`src/sv/pts_pkg.sv`:
```
// ----------------------------------------------------------------------------
// pts_pkg: shared types and constants of the path smoother
// lane geometry, fixed-point constants, the control and queue entry records
// ----------------------------------------------------------------------------
package pts_pkg;

   localparam int MAX_DIMS    = 8;
   localparam int COORD_BITS  = 24;
   localparam int FACTOR_BITS = 17;
   localparam int DIMS_BITS   = 4;

   // accumulator holds the three-tap sum scaled by 2^17
   localparam int ACC_BITS    = COORD_BITS + 19;
   localparam int FRAC_SHIFT  = 17;

   localparam logic [FACTOR_BITS-1:0] Q_ONE = FACTOR_BITS'(65536);

   // output queue between the lanes and the result channel
   localparam int QUEUE_DEPTH = 3;
   localparam int PTR_BITS    = $clog2(QUEUE_DEPTH);
   localparam int CNT_BITS    = $clog2(QUEUE_DEPTH + 1);

   typedef logic signed [COORD_BITS-1:0] coord_type;
   typedef coord_type [MAX_DIMS-1:0]     image_type;

   // which image feeds the first result of a request
   typedef enum logic {
      SRC_SMOOTHED,
      SRC_RAW
   } src_type;

   // images of the current path held in the window
   typedef enum logic [1:0] {
      HELD_NONE,
      HELD_ONE,
      HELD_TWO
   } held_type;

   typedef struct packed {
      logic    valid;
      src_type src;
      logic    two;     // request emits a second result (raw last image)
      logic    end_a;   // first result is the end of the path
   } ctrl_type;

   typedef struct packed {
      image_type img_a;
      image_type img_b;
      logic      two;
      logic      end_a;
   } entry_type;

endpackage

```
`src/sv/pts_lane.sv`:
```
// ----------------------------------------------------------------------------
// pts_lane: one coordinate lane of the three-tap smoother
// registered weight products, then round half up and saturate
// ----------------------------------------------------------------------------
module pts_lane import pts_pkg::*; (
   input  logic                   clock,
   input  logic                   load,
   input  logic [FACTOR_BITS-1:0] factor,
   input  coord_type              prev_coord,
   input  coord_type              mid_coord,
   input  coord_type              next_coord,
   output coord_type              smoothed
);

   logic signed [ACC_BITS-1:0] near_prod_ff, near_prod_in;
   logic signed [ACC_BITS-1:0] mid_prod_ff, mid_prod_in;
   logic signed [ACC_BITS-1:0] near_sum, factor_ext, mid_weight_ext, mid_ext;
   logic signed [ACC_BITS-1:0] acc, shifted;
   logic [FACTOR_BITS-1:0]     mid_weight;
   logic [ACC_BITS-COORD_BITS:0] upper;

   // stage one: a*(prev+next) and 2*(1-a)*cur
   always_comb begin
      mid_weight     = Q_ONE - factor;
      near_sum       = ACC_BITS'($signed(prev_coord)) + ACC_BITS'($signed(next_coord));
      factor_ext     = $signed(ACC_BITS'(factor));
      mid_weight_ext = $signed(ACC_BITS'({mid_weight, 1'b0}));
      mid_ext        = ACC_BITS'($signed(mid_coord));
      near_prod_in   = factor_ext * near_sum;
      mid_prod_in    = mid_weight_ext * mid_ext;
   end

   always_ff @(posedge clock) begin
      if (load) begin
         near_prod_ff <= near_prod_in;
         mid_prod_ff  <= mid_prod_in;
      end
   end

   // stage two: add half an lsb, drop the fraction, clamp to coordinate range
   always_comb begin
      acc     = near_prod_ff + mid_prod_ff + $signed(ACC_BITS'(Q_ONE));
      shifted = acc >>> FRAC_SHIFT;
      upper   = shifted[ACC_BITS-1:COORD_BITS-1];
      if ((&upper) || !(|upper)) begin
         smoothed = shifted[COORD_BITS-1:0];
      end else if (shifted[ACC_BITS-1]) begin
         smoothed = {1'b1, {(COORD_BITS-1){1'b0}}};
      end else begin
         smoothed = {1'b0, {(COORD_BITS-1){1'b1}}};
      end
   end

endmodule

```
`config.mk`:
```
export PLATFORM = sky130hd
export DESIGN_NAME = pts_lane
export DESIGN_NICKNAME = d
export VERILOG_FILES = /design/src/sv/pts_pkg.sv /design/src/sv/pts_lane.sv
export SDC_FILE = /design/constraint.sdc
export NUM_CORES = 2
export LEC_CHECK = 0
export ABC_AREA = 1
export BUFFER_PORTS_ARGS = -buffer_cell sky130_fd_sc_hd__buf_2
export CAP_MARGIN = 15
export CORE_ASPECT_RATIO = 1.25
export CORE_MARGIN = 2
export CORE_UTILIZATION = 50
export DETAILED_ROUTE_END_ITERATION = 7
export PLACE_DENSITY = 0.63
export SLEW_MARGIN = 20
export SYNTH_ARGS = -nofsm -noshare
export SYNTH_HDL_FRONTEND = slang
export SYNTH_SLANG_ARGS = --single-unit
```
`constraint.sdc`:
```
create_clock -name clock -period 9.12 [get_ports clock]
set_input_delay 0.912 -clock clock [delete_from_list [all_inputs] [get_ports clock]]
set_output_delay 0.912 -clock clock [all_outputs]
set_load 0.01 [all_outputs]
```
==> results.json <==
{
  "antenna_found_initial": 0,
  "period_needed_ns": 8.69,
  "yosysSeqAreaShare": 0.0657,
  "maxCapViolations": 0,
  "vias": 31417,
  "grt_max_degree": 58,
  "synth-main-ff-cell": "edfxtp_1",
  "drive_above_1_share": 0.0616,
  "hold_violations": 0,
  "synth.avg_cell_area_um2": 7.89,
  "synth_edf_count": 84,
  "synth_cell_type_count": 46,
  "crit_path_end_kind": "flip-flop",
  "final_nets": 6151,
  "wirelength_um": 116000,
  "rows": 113,
  "fmax_mhz": 115,
  "required_ns": 9.29,
  "synth_nets": 6085,
  "gp_congestion": 0.961,
  "ctsResizeCount": 0,
  "slowest_delay_ns": 0.78,
  "cts-root-buf": "clkbuf_16",
  "tightest_slew_ns": 0.900,
  "io_buffers": 114,
  "tritoncts": "built",
  "drc": 0,
  "yosys_warnings": 0,
  "wire_per_inst_um": 19.6,
  "cts.clk_slew.worst_paths_ns": 0.07,
  "gr-total-overflow": 0,
  "fin_setup_tns_ns": 0,
  "clockBufferDepth": 2,
  "ios": 115,
  "arrival_ns": 8.86,
  "outcome": "complete, no violations",
  "setup_violations": 0,
  "cts_hold_repair.buffers": 0,
  "cp_num_buf_inv": 6,
  "fp.dieW_um": 252,
  "seq_area_mm2": 0.00252,
  "vias_per_cell": 5.31,
  "ys_seq_elements": 84,
  "synthArstFlopShare": 0,
  "multi_input_area_mm2": 0.0306,
  "start_util": 0.505,
  "grt_pass1_vias": 33076,
  "grt_usage": 0.302,
  "path_class": "input port to flip-flop",
  "finalCritPeriodShare": 0.952,
  "drtPass1Iterations": 5,
  "relSlewSlack": 0.396,
  "syn_inst": 4866,
  "numCtsBuffers": 9,
  "post-cts-setup-buffer-count": 0,
  "ant_nets": 0,
  "report.final.slew_viol_count": 0,
  "die_area_mm2": 0.0791,
  "core_mm2": 0.0761,
  "syn2layout_area_growth_pct": 5.40,
  "utilization": 0.532,
  "nFillCells": 7513,
  "cts_sinks": 84,
  "dpl.hpwl_um": 99600,
  "ctsHtreeMaxLevel": 3,
  "rsz0062_at_grt": "false",
  "cp_common_cell": "fa_1",
  "cp_max_fo": 17,
  "hold_path_class": "input port to flip-flop",
  "drt_iter0_drc": 2284,
  "antenna_cells": 0,
  "crit_slowest_cell": "fa_1",
  "die_y_um": 314,
  "grt_pass1_wl_um": 183000,
  "start_kind": "input port",
  "syn-cell-area_mm2": 0.0384,
  "path_delay_family": "adder cells"
}
## per-layer routing
layer,up-vias,share of wire,GRT usage
li1,14469,-,-
met5,-,0,0
met3,193,0.061,0.0281
met4,0,0.037,0.104
met2,1136,0.50,0.531
met1,15619,0.40,0.391
## layout make-up
class / instances / share of cell area
clock inverters: 7 / 0.00142
flip-flops and latches: 84 / 0.0623
multi-input cells: 3383 / 0.755
clock buffers: 9 / 0.00556
inverters: 1264 / 0.117
repair buffers: 190 / 0.0282
well taps: 977 / 0.0302
## sequential cells by signal (all words and copies together), names as in the netlist
signal / count
mid_prod_ff: 42
near_prod_ff: 42
## logic make-up after synthesis
logic type	synth area share
DFF	0.0657
adders and majority gates	0.527
AOI/OAI and AO/OA	0.0486
buffers and inverters	0.139
and+or+nand+nor	0.196
xor gates and xnor gates	0.0241
## cell usage in the layout (no fill, tap or decap), types with 29 or more instances in the layout
cell type / instances
inv_1: 1256
nand2_1: 946
fa_1: 818
nor2_1: 510
ha_1: 310
nand3_1: 195
a21oi_1: 172
buf_2: 113
o21ai_0: 96
edfxtp_1: 84
buf_4: 77
or2_2: 54
xor2_1: 53
xnor2_1: 47
nand4_1: 29
## per-stage QoR
stage / hold WS [ns] / area, µm² / std cells / setup slack [ns]
global placement: 1.35 / 40200 / 5898 / 0.186
global route: 1.00 / 40500 / 5914 / 0.130
floorplan: 1.02 / 38400 / 4866 / 1.50
finish: 1.00 / 40500 / 5914 / 0.433
CTS: 0.991 / 40500 / 5914 / 0.574
detailed placement: 1.36 / 40200 / 5898 / 0.228
## final timing paths
kind / from / to / cells after the start
worst max-delay path: prev_coord[18] / near_prod_ff[39] / 26
worst min-delay path: load / near_prod_ff[3] / 1
## synthesized netlist by cell type, types with 2 or more instances
library cell | count | area (µm²)
fa_1 | 818 | 16400
and3_1 | 2 | 12.5
nand3_1 | 195 | 976
a21boi_0 | 5 | 37.5
a21o_1 | 12 | 90.1
clkinv_1 | 4 | 15.0
a31oi_1 | 16 | 100
nand3b_1 | 7 | 52.6
o21ai_1 | 2 | 10.0
xor2_1 | 55 | 482
buf_2 | 17 | 85.1
ha_1 | 310 | 3880
nor2_4 | 11 | 124
clkbuf_1 | 101 | 379
o21a_1 | 3 | 22.5
o211ai_1 | 5 | 37.5
inv_1 | 1256 | 4710
o21ai_0 | 96 | 480
nor2_1 | 510 | 1910
buf_6 | 3 | 33.8
nand4_1 | 29 | 181
buf_4 | 10 | 75.1
buf_1 | 4 | 15.0
nor3_1 | 27 | 135
nand2_1 | 946 | 3550
o21bai_1 | 21 | 158
nand4_2 | 2 | 25.0
nor4_1 | 5 | 31.3
nor2_2 | 13 | 81.3
a21oi_1 | 172 | 861
inv_2 | 4 | 15.0
or2_2 | 54 | 338
xnor2_1 | 47 | 412
o221ai_1 | 4 | 35.0
xor2_2 | 2 | 32.5
nand2_2 | 5 | 31.3
edfxtp_1 | 84 | 2520
Power is left out: the tool's default activity adds up to more than one toggle a clock period on the data nets, which glitch-free logic cannot reach.
