[src/sv/pts_pkg.sv]
// ----------------------------------------------------------------------------
// pts_pkg: shared types and constants of the path smoother
// lane geometry, fixed-point constants, the control and queue entry records
// ----------------------------------------------------------------------------
package pts_pkg;

   localparam int MAX_DIMS    = 8;
   localparam int COORD_BITS  = 24;
   localparam int FACTOR_BITS = 17;
   localparam int DIMS_BITS   = 4;

   // accumulator holds the three-tap sum scaled by 2^17
   localparam int ACC_BITS    = COORD_BITS + 19;
   localparam int FRAC_SHIFT  = 17;

   localparam logic [FACTOR_BITS-1:0] Q_ONE = FACTOR_BITS'(65536);

   // output queue between the lanes and the result channel
   localparam int QUEUE_DEPTH = 3;
   localparam int PTR_BITS    = $clog2(QUEUE_DEPTH);
   localparam int CNT_BITS    = $clog2(QUEUE_DEPTH + 1);

   typedef logic signed [COORD_BITS-1:0] coord_type;
   typedef coord_type [MAX_DIMS-1:0]     image_type;

   // which image feeds the first result of a request
   typedef enum logic {
      SRC_SMOOTHED,
      SRC_RAW
   } src_type;

   // images of the current path held in the window
   typedef enum logic [1:0] {
      HELD_NONE,
      HELD_ONE,
      HELD_TWO
   } held_type;

   typedef struct packed {
      logic    valid;
      src_type src;
      logic    two;     // request emits a second result (raw last image)
      logic    end_a;   // first result is the end of the path
   } ctrl_type;

   typedef struct packed {
      image_type img_a;
      image_type img_b;
      logic      two;
      logic      end_a;
   } entry_type;

endpackage

[src/sv/pts_out_queue.sv]
// ----------------------------------------------------------------------------
// pts_out_queue: result queue of the smoother
// holds up to QUEUE_DEPTH requests and plays out one or two results each
// ----------------------------------------------------------------------------
module pts_out_queue import pts_pkg::*; (
   input  logic                clock,
   input  logic                reset,
   input  logic                push,
   input  entry_type           entry,
   input  logic                rsp_stall,
   output logic                rsp_valid,
   output image_type           rsp_image,
   output logic                rsp_end,
   output logic                rsp_last,
   output logic [CNT_BITS-1:0] count
);

   entry_type           entries_ff [QUEUE_DEPTH];
   logic [PTR_BITS-1:0] head_ff, head_in, tail_ff, tail_in;
   logic [CNT_BITS-1:0] count_ff, count_in;
   logic                phase_ff, phase_in;
   logic                fire, last_piece, pop;
   entry_type           head_entry;

   always_comb begin
      head_entry = entries_ff[head_ff];
      rsp_valid  = (count_ff != '0);
      fire       = rsp_valid && !rsp_stall;
      last_piece = !head_entry.two || phase_ff;
      pop        = fire && last_piece;

      if (phase_ff) begin
         rsp_image = head_entry.img_b;
         rsp_end   = 1'b1;
         rsp_last  = 1'b1;
      end else begin
         rsp_image = head_entry.img_a;
         rsp_end   = head_entry.end_a;
         rsp_last  = !head_entry.two;
      end

      phase_in = fire ? !last_piece : phase_ff;
      head_in  = head_ff;
      tail_in  = tail_ff;
      if (pop) begin
         head_in = (head_ff == PTR_BITS'(QUEUE_DEPTH - 1)) ? '0 : head_ff + 1'b1;
      end
      if (push) begin
         tail_in = (tail_ff == PTR_BITS'(QUEUE_DEPTH - 1)) ? '0 : tail_ff + 1'b1;
      end
      count_in = count_ff + CNT_BITS'(push) - CNT_BITS'(pop);
      count    = count_ff;
   end

   always_ff @(posedge clock) begin
      if (reset) begin
         head_ff  <= '0;
         tail_ff  <= '0;
         count_ff <= '0;
         phase_ff <= 1'b0;
      end else begin
         head_ff  <= head_in;
         tail_ff  <= tail_in;
         count_ff <= count_in;
         phase_ff <= phase_in;
      end
   end

   always_ff @(posedge clock) begin
      if (push) begin
         entries_ff[tail_ff] <= entry;
      end
   end

endmodule

[config.mk]
export PLATFORM = sky130hd
export DESIGN_NAME = pts_out_queue
export DESIGN_NICKNAME = d
export VERILOG_FILES = /design/src/sv/pts_pkg.sv /design/src/sv/pts_out_queue.sv
export SDC_FILE = /design/constraint.sdc
export NUM_CORES = 1
export LEC_CHECK = 0
export ABC_AREA = 1
export BUFFER_PORTS_ARGS = -buffer_cell sky130_fd_sc_hd__clkbuf_2
export CORE_MARGIN = 2
export CORE_UTILIZATION = 36
export CTS_BUF_LIST = sky130_fd_sc_hd__clkbuf_4 sky130_fd_sc_hd__clkbuf_8
export DETAILED_ROUTE_END_ITERATION = 8
export GPL_ROUTABILITY_DRIVEN = 0
export GPL_TIMING_DRIVEN = 0
export PLACE_DENSITY = 0.62
export SLEW_MARGIN = 5
export SYNTH_ARGS = -nofsm -noshare
export SYNTH_HDL_FRONTEND = slang
export SYNTH_SLANG_ARGS = --single-unit
[constraint.sdc]
create_clock -name clock -period 102.3 [get_ports clock]
set_input_delay 20.46 -clock clock [delete_from_list [all_inputs] [get_ports clock]]
set_output_delay 20.46 -clock clock [all_outputs]
set_load 0.02 [all_outputs]
==> metrics.md <==
| Metric | Value |
|---|---|
| Met2 wire length | `64400 µm` |
| # resized after CTS | `0` |
| P&R area growth vs syn | `21.9%` |
| Flops & latches, synth | `1167` |
| Worst path max stage delay | `780 ps` |
| Min setup slack post-route | `78420 ps` |
| Startpoint types | `flop` |
| # Max-Cap Violations | `0` |
| Post-CTS setup buffers | `0` |
| Tmin final | `23880 ps` |
| CP Max Fanout | `10` |
| I/O Pins | `587` |
| Critical Path Start | `phase_ff$_SDFFE_PP0P_` |
| Final period util | `23.3%` |
| Port buffer count | `586` |
| Hold Crit Depth | `2` |
| Pin count of the biggest net entering global routing | `96` |
| GR Overflow Total | `0` |
| Layout Nets | `4424` |
| Power Density | `21.5 mW/mm²` |
| CTS tree | `done` |
| Synthesized area per cell | `14.1 µm²` |
| Crit-path slowest cell | `buf_1` |
| DR iter-0 viols | `2525` |
| Core ar. | `0.123 mm²` |
| Register area share after synthesis | `78.5%` |
| Clk sink count | `1167` |
| Fin Clk Skew | `33.2 ps` |
| Root Buffer Master | `clkbuf_8` |
| Share of cells above drive strength 1 | `27.7%` |
| Fillcell total | `11200` |
| Clk buf depth | `3` |
| # DRC | `0` |
| H-tree depth | `4` |
| Top sig layer | `met5` |
| R2R Path End | `entries_ff[0][263]$_DFFE_PP_` |
| Hold Path Origin | `head_ff[0]$_SDFFE_PP0P_` |
| CTS Hold Bufs | `0` |
| Post-Route M1 WL | `51700 µm` |
| Mapped Area | `0.0445 mm²` |
| Mapped Cells | `3159` |
| WL met3 | `14800 µm` |
| Final core occ | `44.1%` |
| Pre-CTS setup slack | `79050 ps` |
| Least-Margin Pin Slew | `1240 ps` |
| RSZ-0062 raised after global routing | `no` |
| Max Freq | `0.0419 GHz` |
| CP Class | `reg -> out` |
| Initial Util | `36.2%` |
| Final setup vio count | `0` |
| Rel. slew slack | `17.1%` |
| Routed WL | `136000 µm` |
| Worst EP required | `81840 ps` |
| Reg-to-Reg Start | `tail_ff[1]$_SDFFE_PP0P_` |
| Critical-path cell list | `inv_2 -> buf_2 -> buf_1 -> o211ai_1 -> o21ai_1 -> clkbuf_2` |
| CP endpoint kind | `primary output` |
| Hold Slack | `497 ps` |
| First-pass GRT wire length | `192000 µm` |
| DR WL/cell | `23.2 µm` |
| Tot GR Track Use | `21.0%` |
| Mapped Nets | `3550` |
| Status | `finished, final reports clean` |
| Height of the die | `356 µm` |
| Setup TNS | `0 ps` |
| Clk slew on worst S/H paths | `60 ps` |
| Post-DRT Antenna Nets | `0` |
| Bufs and invs on worst path | `4` |
| VDD IR max | `0.0000135 V` |
| WP data arrival | `3420 ps` |
| Via count | `29300` |
| Num CTS Buffers | `188` |
| Tightest Hold Check Type | `reg -> reg` |
| Synth warn | `0` |
| Routed vias/inst | `5.02` |
| Reg2reg setup slack | `99330 ps` |
| HPWL after detailed placement | `95500 µm` |
| Leakage power total | `20.1 nW` |
| Vias in the first global route | `29100` |
| Final hold vios | `0` |
| R2r worst-path depth | `11` |
| Fin. max-slew vios | `0` |
| Die area | `0.127 mm²` |
| Largest delay share family, worst path | `buffers and inverters` |
| DR pass1 iterations | `5` |
| Later-pin clock latency in the skew report | `900 ps` |
| Num rows | `129` |
| Unique masters post-synth | `20` |
| Width of the die | `356 µm` |
| Initial antenna violation count | `61` |
## worst max path at each step
stage | endpoint | slack [ps] | depth (start not counted)
global route | rsp_image[99] | 78160 | 6
global placement | entries_ff[0][66]$_DFFE_PP_ | 34040 | 3
detailed placement | entries_ff[0][65]$_DFFE_PP_ | 79050 | 13
CTS | rsp_image[99] | 78130 | 6
floorplan | entries_ff[0][0]$_DFFE_PP_ | 54210 | 2
finish | rsp_image[74] | 78420 | 6
## routing by layer
metal	up-vias	GRT usage, %
li1	13600	-
met1	14200	24.8
met2	1148	33.8
met3	284	9.03
met4	66	7.83
met5	-	0
## registers in the layout (all words and copies together), names as in the netlist, named ones only
register,flops
head_ff,2
count,2
entries_ff,1158
tail_ff,2
phase_ff,1
## report_power, final
group          total (W)  leakage, nW  switching [W]  internal (W)
sequential      0.000553         10.8     0.00000438      0.000549
clock           0.000393         1.94       0.000184      0.000209
combinational   0.000217         7.34       0.000155     0.0000628
## worst min-delay path, stage by stage, from the launching register on
cell	delay, ps
dfxtp_1	310
inv_1	80
a21oi_1	60
## final cells by class
cell class	instances	area, µm²	share of cell area [%]
clock buffer	266	3190	5.88
inverter	13	58.8	0.108
buffer	212	1170	2.16
timing repair buffer	684	3950	7.27
multi-input combinational	1767	8360	15.4
sequential	1167	35000	64.4
clock inverter	70	470	0.867
antenna	24	60.1	0.111
tap	1637	2050	3.77
## layout by cell type, fill, tap and decap left out, types with 11 or more instances in the layout
master / Yosys / final
clkbuf_4: 0 / 75
clkbuf_8: 0 / 191
o21ai_0: 32 / 32
a21oi_1: 392 / 392
buf_6: 15 / 62
clkbuf_2: 0 / 588
nor2_1: 11 / 11
clkbuf_1: 41 / 39
o211ai_1: 192 / 192
buf_4: 28 / 72
edfxtp_1: 1158 / 1158
clkinv_2: 0 / 14
buf_2: 126 / 126
o21ai_1: 163 / 163
nand3_1: 196 / 196
nand2_1: 777 / 777
clkinv_1: 0 / 39
diode_2: 0 / 24
## kinds of logic after synthesis
kind of cell,after synthesis,synth area share (%)
AO/OA/AOI/OAI,780,9.85
adder cells (fa/ha/maj),1,0.0281
buffers and inverters,225,2.75
flip-flops,1167,78.5
AND/OR/NAND/NOR,986,8.87
## per-stage QoR
stage	power, W	instances	cell area (µm²)
floorplan	0.000700	3159	44500
CTS	0.00118	5816	54200
global placement	0.000804	5382	49500
global route	0.00121	5833	54200
finish	0.00116	5840	54300
detailed placement	0.000782	5480	50500
## cell usage after synthesis
cell      instances  area share (%)
o211ai_1        192             3.2
buf_4            28            0.47
nand3_1         196             2.2
o31ai_1           1           0.017
nor3_1            2           0.022
o21ai_1         163             1.8
nand2_1         777             6.6
inv_4             1           0.014
inv_2             2           0.017
inv_1            10           0.084
buf_1             2           0.017
a21oi_1         392             4.4
nor2_1           11           0.093
dfxtp_1           9            0.40
buf_6            15            0.38
edfxtp_1       1158              78
ha_1              1           0.028
clkbuf_1         41            0.35
o21ai_0          32            0.36
buf_2           126             1.4
(Power assumes the default switching activity.)
