--- src/sv/pts_pkg.sv ---
// ----------------------------------------------------------------------------
// pts_pkg: shared types and constants of the path smoother
// lane geometry, fixed-point constants, the control and queue entry records
// ----------------------------------------------------------------------------
package pts_pkg;

   localparam int MAX_DIMS    = 8;
   localparam int COORD_BITS  = 24;
   localparam int FACTOR_BITS = 17;
   localparam int DIMS_BITS   = 4;

   // accumulator holds the three-tap sum scaled by 2^17
   localparam int ACC_BITS    = COORD_BITS + 19;
   localparam int FRAC_SHIFT  = 17;

   localparam logic [FACTOR_BITS-1:0] Q_ONE = FACTOR_BITS'(65536);

   // output queue between the lanes and the result channel
   localparam int QUEUE_DEPTH = 3;
   localparam int PTR_BITS    = $clog2(QUEUE_DEPTH);
   localparam int CNT_BITS    = $clog2(QUEUE_DEPTH + 1);

   typedef logic signed [COORD_BITS-1:0] coord_type;
   typedef coord_type [MAX_DIMS-1:0]     image_type;

   // which image feeds the first result of a request
   typedef enum logic {
      SRC_SMOOTHED,
      SRC_RAW
   } src_type;

   // images of the current path held in the window
   typedef enum logic [1:0] {
      HELD_NONE,
      HELD_ONE,
      HELD_TWO
   } held_type;

   typedef struct packed {
      logic    valid;
      src_type src;
      logic    two;     // request emits a second result (raw last image)
      logic    end_a;   // first result is the end of the path
   } ctrl_type;

   typedef struct packed {
      image_type img_a;
      image_type img_b;
      logic      two;
      logic      end_a;
   } entry_type;

endpackage

--- src/sv/pts_merge.sv ---
// ----------------------------------------------------------------------------
// pts_merge: merging stage of the lanes
// picks smoothed or raw image per request and zeroes unused lanes
// ----------------------------------------------------------------------------
module pts_merge import pts_pkg::*; (
   input  ctrl_type             ctrl,
   input  image_type            lane_out,
   input  image_type            raw_a,
   input  image_type            raw_b,
   input  logic [DIMS_BITS-1:0] active_dims,
   output logic                 push,
   output entry_type            entry
);

   always_comb begin
      push        = ctrl.valid;
      entry.two   = ctrl.two;
      entry.end_a = ctrl.end_a;
      for (int j = 0; j < MAX_DIMS; j++) begin
         if (DIMS_BITS'(j) < active_dims) begin
            entry.img_a[j] = (ctrl.src == SRC_SMOOTHED) ? lane_out[j] : raw_a[j];
            entry.img_b[j] = raw_b[j];
         end else begin
            entry.img_a[j] = '0;
            entry.img_b[j] = '0;
         end
      end
   end

endmodule

--- config.mk ---
export PLATFORM = sky130hd
export DESIGN_NAME = pts_merge
export DESIGN_NICKNAME = d
export VERILOG_FILES = /design/src/sv/pts_pkg.sv /design/src/sv/pts_merge.sv
export SDC_FILE = /design/constraint.sdc
export NUM_CORES = 1
export LEC_CHECK = 0
export BUFFER_PORTS_ARGS = -buffer_cell sky130_fd_sc_hd__buf_2
export CORE_AREA = 3 3 374 376
export DETAILED_ROUTE_END_ITERATION = 10
export DIE_AREA = 0 0 377 379
export GPL_TIMING_DRIVEN = 0
export SLEW_MARGIN = 20
export SYNTH_ARGS = -nofsm -noshare
export SYNTH_HDL_FRONTEND = slang
export SYNTH_SLANG_ARGS = --single-unit
export TNS_END_PERCENT = 10
--- constraint.sdc ---
create_clock -name vclk -period 1.6
set_input_delay 0.4 -clock vclk [all_inputs]
set_output_delay 0.4 -clock vclk [all_outputs]
set_load 0.05 [all_outputs]
==> flow_summary.toml, run 1 <==
[logic_synthesis]
syn-cell-area_sq_mm = 0.00428
yosysUniqueCellTypes = 15
synth_warnings = 0
synthCells = 654
netlist.area_leader.share_pct = 44.9
netlist.top_cell.by_area = "mux2i_1"
synthTopCellsByArea = "mux2i_1, nor2b_1, nor2_1"
syn_area_per_cell_sq_um = 6.54
synthesis.nets = 1238
yosysSeqAreaShare_pct = 0

[sta]
fin_crit_sh_pct = 120
finalWorstSetupSlack_ps = -326
slew_headroom_pct = 73.3
final-setup-viol-count = 370
tns_ps = -83270
hold_viol_final = 0
max_freq_ghz = 0.519
period_minus_slack_ps = 1930
rsz0062_at_grt = "yes"
tightest_slew_ps = 403
timing.final.max_slew_violations = 0

[critical_path]
crit_required_ps = 1200
crit_family = "buffers and inverters"
path_cells = "buf_16 > nor4_4 > buf_6 > buf_12 > buf_8 > nor2_1 > buf_6"
start_kind = "primary input"
cp_slowest_cell = "nor4_4"
crit_path_end_kind = "output pin"
worstPathArrival_ps = 1530
crit_top_cell = "buf_6"
cp_num_buf_inv = 5
crit_path_max_incr_delay_ps = 280
crit_path_max_fanout = 6
critPathKind = "in2out"

[power_and_ir_drop]
total_power_mw = 8.35
p_leak_nw = 7.67
max-vdd-ir-drop_v = 0.000135
power_density_mw_per_mm2 = 506

[detailed_routing]
wl_per_cell_microns = 36.8
num_vias = 10277
firstDrtPassIters = 4
routed_via_density = 2.95
wirelength_microns = 128000
drc = 0
drt_iter0_markers = 757
ant_nets = 0

[placement]
dp_hpwl_microns = 120000
dpl_cell_area_sq_mm = 0.0118
io_buffers = 967
place_congestion = 1.02

[floorplanning]
die_y_microns = 379
ios = 971
dieArea_sq_mm = 0.143
std_cell_rows = 136
core_sq_mm = 0.137
initial_core_util_pct = 3.12
die_x_microns = 377

[worst_hold_path]
holdCritPathClass = "in2out"

[global_routing]
antenna_found_initial = 160
grt_pass1_vias = 10310
globalRouteOverflowTotal = 0
grt_max_degree = 11
track_usage_pct = 16.7
grt_pass1_wl_microns = 149000

[run_status]
failed_checks = "setup timing"
status = "finished with violations"

[flow_run]
maxCapViolCount = 0

[finish]
fin_util_pct = 12.0
regArea_sq_um = 0
area_delta_synth_final_pct = 286
drive_gt1_share_pct = 76.9
nets = 2240
seq_cell_count = 0
final_cell_area_sq_mm = 0.0165
nClkBuffers = 0
[kinds of logic (layout without fill, tap and decap cells)]
logic type / count (synthesis) / in the layout / synth area share, %
AOI/OAI and AO/OA: 52 / 52 / 7.57
buffers and inverters: 71 / 1071 / 7.72
and+or+nand+nor: 339 / 339 / 39.8
muxes: 192 / 192 / 44.9
other: 0 / 34 / 0
[power breakdown]
group / total (mW) / internal (mW) / leakage, nW / switching, mW
Combinational: 8.35 / 2.93 / 7.67 / 5.42
Sequential: 0 / 0 / 0 / 0
Clock: 0.00000288 / 0.00000288 / 0.000216 / 0
Total: 8.35 / 2.93 / 7.67 / 5.42
[timing repair]
action	4_1_cts	5_1_grt
setup endpoints to repair	384	384
gates resized for setup	762	486
pin swaps	10	21
cloned	13	6
endpoints found under the hold margin	0	0
hold buffers	0	0
setup buffers	15	1
[area by class of cell]
class / instances / area, sq um
plain buffers: 68 / 1140
inverters: 1 / 6.26
multi-input cells: 583 / 5220
diodes: 34 / 85.1
repair buffers: 1002 / 7810
fillers: 15886 / 121000
well taps: 1794 / 2240
[stage by stage]
step	setup slack [ps]	hold slack, ps	cells
6_report	-326	1110	3482
5_1_grt	-379	1120	3464
4_1_cts	-351	1110	3443
3_5_place_dp	-1410	1110	3415
3_3_place_gp	-1370	1110	3415
2_1_floorplan	-499	967	654
[synthesized netlist by cell type]
master	n
mux2i_1	192
nor2_1	169
nor2b_1	144
buf_2	42
a21oi_1	25
clkbuf_1	25
a21boi_0	24
and2_1	24
buf_4	3
a211oi_1	1
a31oi_1	1
inv_2	1
nor3_1	1
nor4_2	1
o21ai_0	1
[final timing paths]
path	start	endpoint	slack, ps	depth (start not counted)
setup / recovery	active_dims[1]	entry[211]	-330	7
hold / removal	ctrl[0]	entry[0]	1110	2
[routing by layer]
layer / GRT usage [%] / wire, microns / share of wire [%]
met4: 2.54 / 3310 / 2.6
met3: 15.3 / 26400 / 21
met1: 15.9 / 40000 / 31
met5: 0 / 149 / 0.12
met2: 27.3 / 58400 / 45
[layout by cell type (no fill, tap or decap), drive strengths merged, types with 24 or more instances in the layout]
cell    instances
clkbuf         26
and2           24
mux2i         192
nor2          169
a21oi          25
diode          34
buf          1043
a21boi         24
nor2b         144
No activity file was read; power rests on OpenSTA's default activity.
==> run 2: changes to the inputs <==
- CELL_PAD_IN_SITES_DETAIL_PLACEMENT: unset -> 1
- CELL_PAD_IN_SITES_GLOBAL_PLACEMENT: unset -> 2
- CORE_AREA: 3 3 374 376 -> 3 3 378 380
- DIE_AREA: 0 0 377 379 -> 0 0 381 383
- PLACE_DENSITY_LB_ADDON: unset -> 0.1
==> flow_summary.toml, run 2 (same netlist as run 1, synthesis figures left out) <==
[run_status]
status = "finished with violations"
failed_checks = "setup timing"

[finish]
nets = 2241
area_delta_synth_final_pct = 280
layout_common_cells = "buf_2, buf_6, mux2i_1"
drive_gt1_share_pct = 75.4
fillers = 16709
nClkBuffers = 0
fin_util_pct = 11.6
regArea_sq_um = 0
mostFrequentLayoutCell = "buf_2"
seq_cell_count = 0

[power_and_ir_drop]
p_leak_nw = 7.69
p_sw_share_pct = 62.3
pwr-share-comb_pct = 100.0
p_clk_share_pct = 0
p_int_mw = 2.79
total_power_mw = 7.40
max-vdd-ir-drop_v = 0.000167
power_density_mw_per_mm2 = 456
netSwitchingPower_mw = 4.61
p_seq_share_pct = 0

[worst_hold_path]
holdPathStages = 2
holdCritPathClass = "in2out"

[cts]
hold_buffers = 0

[placement]
place_congestion = 0.895
io_buffers = 967
dp_hpwl_microns = 80000

[detailed_routing]
wl_per_cell_microns = 25.2
drt_iter0_markers = 212
routed_via_density = 2.58
wirelength_microns = 89600
ant_nets = 0
drc = 0
firstDrtPassIters = 4
num_vias = 9169

[floorplanning]
die_y_microns = 383
core_sq_mm = 0.140
die_x_microns = 381
std_cell_rows = 137
dieArea_sq_mm = 0.146
ios = 971
initial_core_util_pct = 3.07

[critical_path]
crit_path_max_incr_delay_ps = 290
path_cells = "buf_12 > buf_12 > a21oi_4 > buf_12 > clkbuf_16 > nor2b_4 > buf_8"
crit_path_max_fanout = 8
cp_slowest_cell = "nor2b_4"
start_kind = "primary input"
crit_required_ps = 1200
crit_path_end_kind = "output pin"
critPathKind = "in2out"
crit_top_cell = "buf_12"
worstPathArrival_ps = 1530

[global_routing]
grt_pass1_wl_microns = 110000
grt_max_degree = 11
track_usage_pct = 11.4
globalRouteOverflowTotal = 0
antenna_found_initial = 86
grt_pass1_vias = 10067

[sta]
fin_crit_sh_pct = 120
timing.final.max_slew_violations = 0
slew_headroom_pct = 78.8
max_freq_ghz = 0.519
rsz0062_at_grt = "yes"
final-setup-viol-count = 379
hold_viol_final = 0
period_minus_slack_ps = 1930
tightest_slew_ps = 317
finalWorstSetupSlack_ps = -326

[flow_run]
maxCapViolCount = 0
==> run 2: cell types whose count changed in the layout (fill, tap and decap cells not counted), moves of 12 or more <==
cell,delta
buf_2,+16
nor2_2,-36
nor2_1,+38
nor2b_4,+16
buf_12,-20
nor2b_1,-21
mux2i_1,+14
buf_8,+18
buf_6,-15
clkbuf_4,+12
==> run 2: cell type report <==
cell class	instances	area, sq um	share of cell area (%)
timing repair buffer	1001	7430	45.8
multi-input combinational	583	5130	31.6
tap	1876	2350	14.5
buffer	70	1260	7.74
antenna	28	70.1	0.431
inverter	1	6.26	0.0385
==> run 2: worst paths after layout <==
kind | start | to | slack (ps)
max | active_dims[3] | entry[129] | -330
min | ctrl[3] | push | 1100
==> run 2: through the flow <==
| step | setup TNS, ps | hold slack, ps | cell area (sq um) | cells | setup WS, ps |
|---|---|---|---|---|---|
| after global routing | -97100 | 1110 | 16200 | 3536 | -375 |
| final | -75480 | 1100 | 16200 | 3559 | -326 |
| after detailed placement | -359200 | 1100 | 11900 | 3498 | -1480 |
| after global placement | -437420 | 1110 | 11900 | 3497 | -1930 |
| after floorplan | -120800 | 967 | 4680 | 654 | -499 |
| after CTS | -101450 | 1110 | 14600 | 3519 | -361 |
==> run 2: what timing repair did <==
| action | 4_1_cts | 5_1_grt |
|---|---|---|
| setup buffers | 13 | 7 |
| gates resized for setup | 697 | 493 |
| endpoints found under the setup margin | 384 | 382 |
| gates cloned | 8 | 5 |
| pin swaps | 13 | 7 |
==> run 2: power groups by stage <==
stage / Sequential, mW / Clock, mW / Combinational (mW)
finish: 0 / 0.00000237 / 7.40
global route: 0 / 0.000000430 / 7.80
CTS: 0 / 0 / 7.00
detailed placement: 0 / 0 / 5.88
global placement: 0 / 0 / 5.90
floorplan: 0 / 0 / 3.66
==> run 2: layer usage <==
layer / vias up / share of wire (%) / wire (microns) / track usage (%)
met5: - / 0.068 / 61 / 0
met4: 8 / 1.2 / 1100 / 0.669
met3: 128 / 9.8 / 8800 / 4.66
met2: 592 / 54 / 48000 / 22.1
met1: 4239 / 35 / 31600 / 11.9
li1: 4202 / - / - / -
==> run 2: worst max-delay path: cells and delay by family <==
family                 cells  cell delay [ps]
AND/OR/NAND/NOR            1              290
buffers and inverters      5              750
AO/OA/AOI/OAI              1               40
